### config.mk
export PLATFORM = sky130hd
export DESIGN_NAME = apof_ctrl
export DESIGN_NICKNAME = d
export VERILOG_FILES = /design/src/rtl/apof_pkg.sv /design/src/rtl/apof_ctrl.sv
export SDC_FILE = /design/constraint.sdc
export NUM_CORES = 1
export LEC_CHECK = 0
export ABC_AREA = 1
export BUFFER_PORTS_ARGS = -buffer_cell sky130_fd_sc_hd__buf_2
export CAP_MARGIN = 20
export CORE_AREA = 8 8 45 47
export CTS_BUF_LIST = sky130_fd_sc_hd__clkbuf_4
export DETAILED_ROUTE_END_ITERATION = 12
export DIE_AREA = 0 0 53 55
export GPL_ROUTABILITY_DRIVEN = 0
export HOLD_SLACK_MARGIN = 0.1
export PLACE_DENSITY = 0.88
export SYNTH_ARGS = -nofsm -noshare
export SYNTH_HDL_FRONTEND = slang
export SYNTH_SLANG_ARGS = --single-unit
### constraint.sdc
create_clock -name clk -period 4.31 [get_ports clk]
set_input_delay 0 -clock clk [delete_from_list [all_inputs] [get_ports clk]]
set_output_delay 0 -clock clk [all_outputs]
set_load 0.05 [all_outputs]
### src/rtl/apof_pkg.sv
// Shared constants and types for the all-pairs box overlap filter.
package apof_pkg;

  // Table size and derived widths
  localparam int MAX_ENTRIES = 32;
  localparam int IDX_W       = $clog2(MAX_ENTRIES);
  localparam int CNT_W       = $clog2(MAX_ENTRIES + 1);
  localparam int MASK_W      = 32;
  localparam int LANES       = (MAX_ENTRIES < MASK_W) ? MAX_ENTRIES : MASK_W;
  localparam int SLOT_W      = 5;

  // Field widths
  localparam int COORD_W = 16;
  localparam int SIZE_W  = 15;
  localparam int SUM_W   = 17;
  localparam int KIND_W  = 3;

  // Type permission matrix
  localparam int NUM_KINDS = 5;
  localparam int TPM_W     = NUM_KINDS * NUM_KINDS;
  localparam int TPM_IDX_W = $clog2(TPM_W);
  localparam logic [TPM_W-1:0] TPM_RESET = 25'd2239104;

  // Controller states
  typedef enum logic [1:0] {
    ST_LOAD,
    ST_FETCH,
    ST_EMIT
  } apof_state_t;

  // Controller to datapath commands
  typedef struct packed {
    logic             load;
    logic             fetch;
    logic             emit;
    logic             clear;
    logic             row_last;
    logic [IDX_W-1:0] row_idx;
  } apof_cmd_t;

  // Datapath to controller status
  typedef struct packed {
    logic [CNT_W-1:0] count;
  } apof_stat_t;

endpackage

### src/rtl/apof_ctrl.sv
// Sequencer: load phase, then a fetch/emit pass over every stored row.
module apof_ctrl (
  input  logic                clk,
  input  logic                rst_n,
  input  logic                start,
  input  logic                in_final_entry,
  input  apof_pkg::apof_stat_t stat,
  output apof_pkg::apof_cmd_t  cmd,
  output logic                busy
);
  import apof_pkg::*;

  apof_state_t      state_r, state_nxt;
  logic [CNT_W-1:0] row_r, row_nxt;
  logic             accept;
  logic             is_last;

  assign accept  = start && (state_r == ST_LOAD);
  assign is_last = ((row_r + CNT_W'(1)) == stat.count);

  // State and row counter registers
  always_ff @(posedge clk) begin
    if (!rst_n) begin
      state_r <= ST_LOAD;
      row_r   <= '0;
    end else begin
      state_r <= state_nxt;
      row_r   <= row_nxt;
    end
  end

  // Next state
  always_comb begin
    state_nxt = state_r;
    row_nxt   = row_r;
    case (state_r)
      ST_LOAD: begin
        if (accept && in_final_entry) begin
          state_nxt = ST_FETCH;
          row_nxt   = '0;
        end
      end
      ST_FETCH: begin
        state_nxt = ST_EMIT;
      end
      ST_EMIT: begin
        if (is_last) begin
          state_nxt = ST_LOAD;
          row_nxt   = '0;
        end else begin
          state_nxt = ST_FETCH;
          row_nxt   = row_r + CNT_W'(1);
        end
      end
      default: begin
        state_nxt = ST_LOAD;
        row_nxt   = '0;
      end
    endcase
  end

  // Outputs
  always_comb begin
    cmd          = '0;
    cmd.row_idx  = row_r[IDX_W-1:0];
    cmd.row_last = is_last;
    busy         = 1'b1;
    case (state_r)
      ST_LOAD: begin
        busy     = 1'b0;
        cmd.load = accept;
      end
      ST_FETCH: begin
        cmd.fetch = 1'b1;
      end
      ST_EMIT: begin
        cmd.emit  = 1'b1;
        cmd.clear = is_last;
      end
      default: begin
        busy = 1'b1;
      end
    endcase
  end

endmodule

==> impl_metrics.py, run 1 <==
metrics = {
    "run_status": {
        "outcome": "completed",
    },
    "sta": {
        "slew_headroom_pct": 68.6,
        "fin_crit_sh_pct": 44.8,
        "hold_violations": 0,
        "setup_viol": 0,
        "clock_skew_ns": 0.00732,
        "min_period_ns": 1.93,
        "worstMarginPinSlew_ns": 0.471,
        "whs_ns": 0.113,
        "final.setup.tns_ns": 0,
        "fmax_mhz": 517,
        "finalMaxSlewViolations": 0,
        "rsz0062_at_grt": "no",
    },
    "yosys": {
        "yosysMostFrequentCell": "nand2_1",
        "yosysWarnings": 0,
        "synth-xor-area-share_pct": 0,
        "synth-seq-area-share_pct": 23.9,
        "synth_fa_ha_area_share_pct": 1.87,
        "synth_compound_area_share_pct": 7.85,
        "synthTopCellsByCount": "31 x nand2_1, 20 x inv_1, 10 x nand3_1",
        "synth-main-ff-cell": "dfxtp_1",
        "synthCells": 109,
        "synth_seq_cells": 8,
        "yosysTopAreaCellShare_pct": 23.9,
        "synth_area_leader_cell": "dfxtp_1",
        "yosys-mux-area-fraction_pct": 0,
        "yosysUniqueCellTypes": 19,
        "async_flop_share_pct": 0,
        "syn-num-nets": 120,
        "yosys.area_share.simple_pct": 46.2,
        "synth_enable_flop_cells": 0,
        "yosys-top-cells-area": "dfxtp_1 24%, nand2_1 17%, inv_1 11%",
        "netlist_area_sq_um": 669,
        "synth_top_family_by_area": "simple AND/OR/NAND/NOR gates",
        "syn_avg_cell_area_sq_um": 6.14,
    },
    "setup_path": {
        "critical_path_class": "reg2out",
        "start_kind": "flip-flop",
        "path_max_fanout": 9,
        "cp-end-kind": "primary output",
        "r2r_slack_ns": 2.74,
        "rr_worst_depth": 10,
        "cp.arrival_ns": 1.93,
        "r2r-end": "row_r[4]",
        "worstPathRequired_ns": 4.31,
        "timing.rr.start": "row_r[0]",
    },
    "clock_tree": {
        "cts-htree-levels": 1,
        "postCtsSetupRepairBufs": 0,
        "cts.sinks": 8,
        "cts_root_buf": "clkbuf_4",
        "numCtsBuffers": 3,
        "clock_latency_ns": 0.25,
        "clk_pin_slew_ns": 0.06,
        "postCtsResizedCells": 0,
        "clockBufferDepth": 2,
        "cts_tree": "built",
        "cts_hold_buf": 2,
    },
    "place": {
        "dp.cells": 138,
        "dp_hpwl_um": 1200,
        "port_buffers": 20,
    },
    "die": {
        "die_area_sq_mm": 0.00292,
        "coreArea_sq_mm": 0.00138,
        "row_count": 14,
        "die_w_um": 53,
        "fp.dieH_um": 55,
        "num_io_pins": 21,
        "start_util_pct": 48.4,
    },
    "global_routing": {
        "grt_pass1_wl_um": 2500,
        "antenna_found_initial": 0,
        "grt_max_degree": 10,
        "grt_pass1_vias": 645,
        "overflow": 0,
        "grtUsageTotal_pct": 11.0,
    },
    "final_layout": {
        "n_antenna_cell": 0,
        "area_growth_pct": 16.4,
        "drive_gt1_share_pct": 28.3,
        "final_nets": 140,
        "fillers": 140,
        "instances_no_fill": 143,
    },
    "routing": {
        "first_iter_violations": 14,
        "avgRoutedWirePerCell_um": 10.4,
        "drt_pass1_iterations": 4,
        "drcViolationCount": 0,
        "postRouteAntennaNets": 0,
        "wl_um": 1490,
        "drt-vias-per-instance": 4.78,
        "vias": 683,
    },
    "pwr": {
        "clockPowerShare_pct": 33.5,
        "pwr_density_cell_mw_per_mm2": 216,
        "p_leak_uw": 0.000418,
        "ir_worst_vdd_mv": 0.168,
        "sw_frac_of_total_pct": 29.8,
        "comb_power_share_pct": 20.8,
        "intPower_uw": 118,
        "power.switching_uw": 50.2,
        "sequentialPowerShare_pct": 45.6,
    },
    "run": {
        "max-cap-violations": 0,
    },
    "min_path": {
        "whs_path_depth": 5,
        "hold_path_startpoint": "start",
        "min_to": "state_r[0]",
        "hp-class": "in2reg",
    },
}
worst max-delay path: stages, from the launching register on:
cell and delay, ns:
dfxtp_1 0.36, ha_1 0.34, inv_1 0.05, nand2_1 0.05
nand2_1 0.04, nor2_1 0.09, nand3_1 0.09, nor2_2 0.13
nand3_4 0.14, nor3_2 0.11, buf_2 0.28
registers in the layout, summed over array words and instances, names as in the netlist:
signal / count
row_r: 6
state_r: 2
cells by family (layout without fill, tap and decap cells):
kind of cell | Yosys count | in the layout
AOI/OAI and AO/OA | 10 | 10
DFF | 8 | 8
adders and majority gates | 1 | 1
and+or+nand+nor | 61 | 61
buffers and inverters | 29 | 47
power by group through the flow:
stage | logic (uW) | clock network (uW) | registers (uW)
2_1_floorplan | 25.3 | 0 | 78.2
3_3_place_gp | 33.2 | 0 | 78.4
3_5_place_dp | 33.7 | 0 | 78.5
4_1_cts | 35.3 | 59.3 | 76.9
5_1_grt | 38.3 | 61.9 | 77.1
6_report | 35.1 | 56.5 | 76.9
area by class of cell:
cell class / instances / area (sq um) / area share, %
inverter: 22 / 82.6 / 10.6
multi-input combinational: 72 / 374 / 48.0
timing repair buffer: 22 / 120 / 15.4
clock buffer: 3 / 22.5 / 2.89
tap: 16 / 20.0 / 2.57
sequential: 8 / 160 / 20.5
worst max-delay path by stage:
stage / from / to
4_1_cts: row_r[0] / cmd[6]
3_3_place_gp: row_r[0] / cmd[6]
5_1_grt: row_r[0] / cmd[6]
6_report: row_r[0] / cmd[6]
2_1_floorplan: state_r[1] / row_r[0]
3_5_place_dp: row_r[0] / cmd[6]
placed cells by master (no fill, tap or decap):
master,count
a21oi_1,8
buf_2,20
clkbuf_4,3
dfxtp_1,8
dlygate4sd3_1,2
ha_1,1
inv_1,20
inv_2,2
nand2_1,31
nand2_2,2
nand3_1,10
nand3_2,3
nand3_4,1
nand3b_1,2
nor2_1,6
nor2_2,3
nor2_4,1
nor3_1,1
nor3_2,1
o21ai_1,1
o21bai_1,1
through the flow:
stage	utilization (%)	setup WS [ns]	area (sq um)	power (uW)
6_report	56.3	2.38	779	169
5_1_grt	56.3	2.19	779	177
4_1_cts	56.3	2.36	779	171
3_5_place_dp	53.3	2.65	737	112
3_3_place_gp	53.3	2.65	737	112
2_1_floorplan	-	2.31	669	104
metal layers:
| metal | global-route usage, % | share of wire, % |
|---|---|---|
| met2 | 18.9 | 49 |
| met4 | 5.60 | 1.1 |
| met1 | 11.9 | 43 |
| met5 | 0 | 0 |
| met3 | 3.74 | 7.5 |
(Power assumes the default switching activity.)
==> run 2, diff against run 1 <==
--- a/config.mk
+++ b/config.mk
@@ -8,13 +8,13 @@
 export ABC_AREA = 1
 export BUFFER_PORTS_ARGS = -buffer_cell sky130_fd_sc_hd__buf_2
 export CAP_MARGIN = 20
-export CORE_AREA = 8 8 45 47
+export CORE_MARGIN = 8
+export CORE_UTILIZATION = 51
 export CTS_BUF_LIST = sky130_fd_sc_hd__clkbuf_4
 export DETAILED_ROUTE_END_ITERATION = 12
-export DIE_AREA = 0 0 53 55
 export GPL_ROUTABILITY_DRIVEN = 0
 export HOLD_SLACK_MARGIN = 0.1
-export PLACE_DENSITY = 0.88
+export PLACE_DENSITY = 0.89
 export SYNTH_ARGS = -nofsm -noshare
 export SYNTH_HDL_FRONTEND = slang
 export SYNTH_SLANG_ARGS = --single-unit
==> constraint.sdc (replaced) <==
create_clock -name clk -period 1.82 [get_ports clk]
set_input_delay 0 -clock clk [delete_from_list [all_inputs] [get_ports clk]]
set_output_delay 0 -clock clk [all_outputs]
set_load 0.05 [all_outputs]
==> run 2 against run 1 <==
Effect of this change: combinational power is 150% higher; cell count unchanged; sequential share of layout area fell by 0.39 points; die area fell by 6.4%; register-to-register slack worse by 2.5 ns; via count is 1.5% higher; core utilization is 8.8 points higher; first-iteration DRC count is 36% lower; non-clock buffer count increased by 1; sequential power rose by 140%; largest cell class unchanged.
==> impl_metrics.py, run 2 (same netlist as run 1, synthesis figures left out) <==
metrics = {
    "setup_path": {
        "cp-end-kind": "primary output",
        "crit_slowest_cell": "dfxtp_4",
        "worst_path_most_repeated_cell": "nand2_1",
        "path_max_fanout": 6,
        "cp_cell_sequence": "ha_4 > inv_2 > nand2_1 > nand2_1 > nor2_1 > nand3_1 > nor2_2 > nand3_4 > nor3_4 > buf_6",
        "critical_path_class": "reg2out",
        "cp.arrival_ns": 1.75,
        "start_kind": "flip-flop",
        "max_stage_delay_ns": 0.36,
        "timing.rr.start": "row_r[0]",
        "startpoint": "row_r[0]",
        "worstPathRequired_ns": 1.82,
        "r2r_slack_ns": 0.20,
    },
    "sta": {
        "fin_crit_sh_pct": 96.4,
        "fmax_mhz": 570,
        "hold_violations": 0,
        "slew_headroom_pct": 69.1,
        "min_period_ns": 1.75,
        "final.setup.tns_ns": 0,
        "setup_viol": 0,
        "rsz0062_at_grt": "yes",
        "finalMaxSlewViolations": 0,
        "clock_skew_ns": 0.000450,
        "worstMarginPinSlew_ns": 0.463,
        "fin_ws_ns": 0.0664,
    },
    "die": {
        "row_count": 13,
        "die_area_sq_mm": 0.00273,
        "num_io_pins": 21,
        "start_util_pct": 52.8,
        "die_w_um": 52.2,
        "coreArea_sq_mm": 0.00127,
        "fp.dieH_um": 52.2,
    },
    "final_layout": {
        "layout_common_cells": "31 x nand2_1, 19 x inv_1, 18 x buf_2, 10 x nand3_1, 8 x a21oi_1",
        "final_nets": 141,
        "n_antenna_cell": 0,
        "final_area_sq_um": 826,
        "regMostFlops": "row_r",
        "top_regs": "row_r x6, state_r x2",
        "final_common_cell": "nand2_1",
        "drive_gt1_share_pct": 34.4,
        "largest_register_ffs": 6,
        "area_growth_pct": 23.4,
        "instances_no_fill": 143,
    },
    "pwr": {
        "sw_frac_of_total_pct": 29.3,
        "clockPowerShare_pct": 32.4,
        "comb_power_share_pct": 21.7,
        "sequentialPowerShare_pct": 46.0,
        "pwr_density_cell_mw_per_mm2": 481,
        "ir_worst_vdd_mv": 0.382,
        "power.total_uw": 397,
        "intPower_uw": 281,
        "power.switching_uw": 117,
        "p_leak_uw": 0.000425,
    },
    "routing": {
        "wl_um": 1610,
        "drcViolationCount": 0,
        "first_iter_violations": 9,
        "drt_pass1_iterations": 4,
        "drt-vias-per-instance": 4.85,
        "vias": 693,
        "avgRoutedWirePerCell_um": 11.2,
        "postRouteAntennaNets": 0,
    },
    "run": {
        "max-cap-violations": 0,
    },
    "clock_tree": {
        "cts-htree-levels": 1,
        "numCtsBuffers": 3,
        "clock_latency_ns": 0.25,
        "cts.sinks": 8,
        "cts_tree": "built",
        "clockBufferDepth": 2,
        "clk_pin_slew_ns": 0.05,
        "cts_root_buf": "clkbuf_4",
    },
    "global_routing": {
        "grt_max_degree": 9,
        "grt_pass1_wl_um": 2560,
        "antenna_found_initial": 0,
        "grtUsageTotal_pct": 12.1,
        "overflow": 0,
        "grt_pass1_vias": 662,
    },
    "place": {
        "place_ws_ns": 0.169,
        "dpl_cell_area_sq_um": 738,
        "port_buffers": 20,
        "dp_hpwl_um": 1220,
        "dp.cells": 137,
    },
    "min_path": {
        "hold_path_startpoint": "start",
        "hp-class": "in2reg",
    },
    "run_status": {
        "outcome": "completed",
    },
}
run 2: cell count changes in the layout (fill, tap and decap cells not counted), moves of 2 or more:
cell / previous run / this run
buf_4: 0 / 2
dfxtp_1: 8 / 5
buf_2: 20 / 18
dfxtp_2: 0 / 2
run 2: path summary, 6_finish.rpt:
| check | end | cells past startpoint |
|---|---|---|
| worst max-delay path | cmd[6] | 10 |
| worst min-delay path | state_r[0] | 5 |
| worst max register to register | row_r[2] | 11 |
| worst min register to register | row_r[4] | 2 |
run 2: critical path, delay by kind of cell, from the launching register on:
kind	cells	cell delay, ns
and+or+nand+nor	7	0.65
adders and majority gates	1	0.28
DFF	1	0.36
buffers and inverters	2	0.21
run 2: timing repair:
action | 4_1_cts | 5_1_grt
setup buffers | 1 | 0
hold buffers | 2 | 0
endpoints found under the setup margin | 2 | 2
hold endpoints to repair | 3 | 0
pin swaps | 3 | 2
resized for setup | 6 | 5
run 2: area by class of cell:
class / instances / area (sq um)
sequential: 8 / 166
clock buffer: 3 / 22.5
inverter: 22 / 82.6
timing repair buffer: 23 / 136
multi-input combinational: 72 / 399
tap: 15 / 18.8
fill: 120 / 443
run 2: metal layers:
metal / vias up / part of all wire [%] / GRT usage [%]
met1: 304 / 43 / 13.1
met4: 0 / 0.87 / 6.47
li1: 369 / - / -
met3: 2 / 6.0 / 3.41
met5: - / 0 / 0
met2: 18 / 50 / 20.6
run 2: power by group through the flow:
stage	clock network (uW)	logic (uW)	registers [uW]
global placement	0	79.5	185
detailed placement	0	80.9	186
CTS	135	86.0	183
floorplan	0	60.8	185
global route	145	94.3	183
finish	129	86.2	183
run 2: stage by stage:
stage | util [%] | hold slack, ns
6_report | 65.1 | 0.105
5_1_grt | 65.1 | 0.144
4_1_cts | 64.0 | 0.103
3_5_place_dp | 58.2 | 0.288
3_3_place_gp | 58.2 | 0.274
2_1_floorplan | - | 0.149
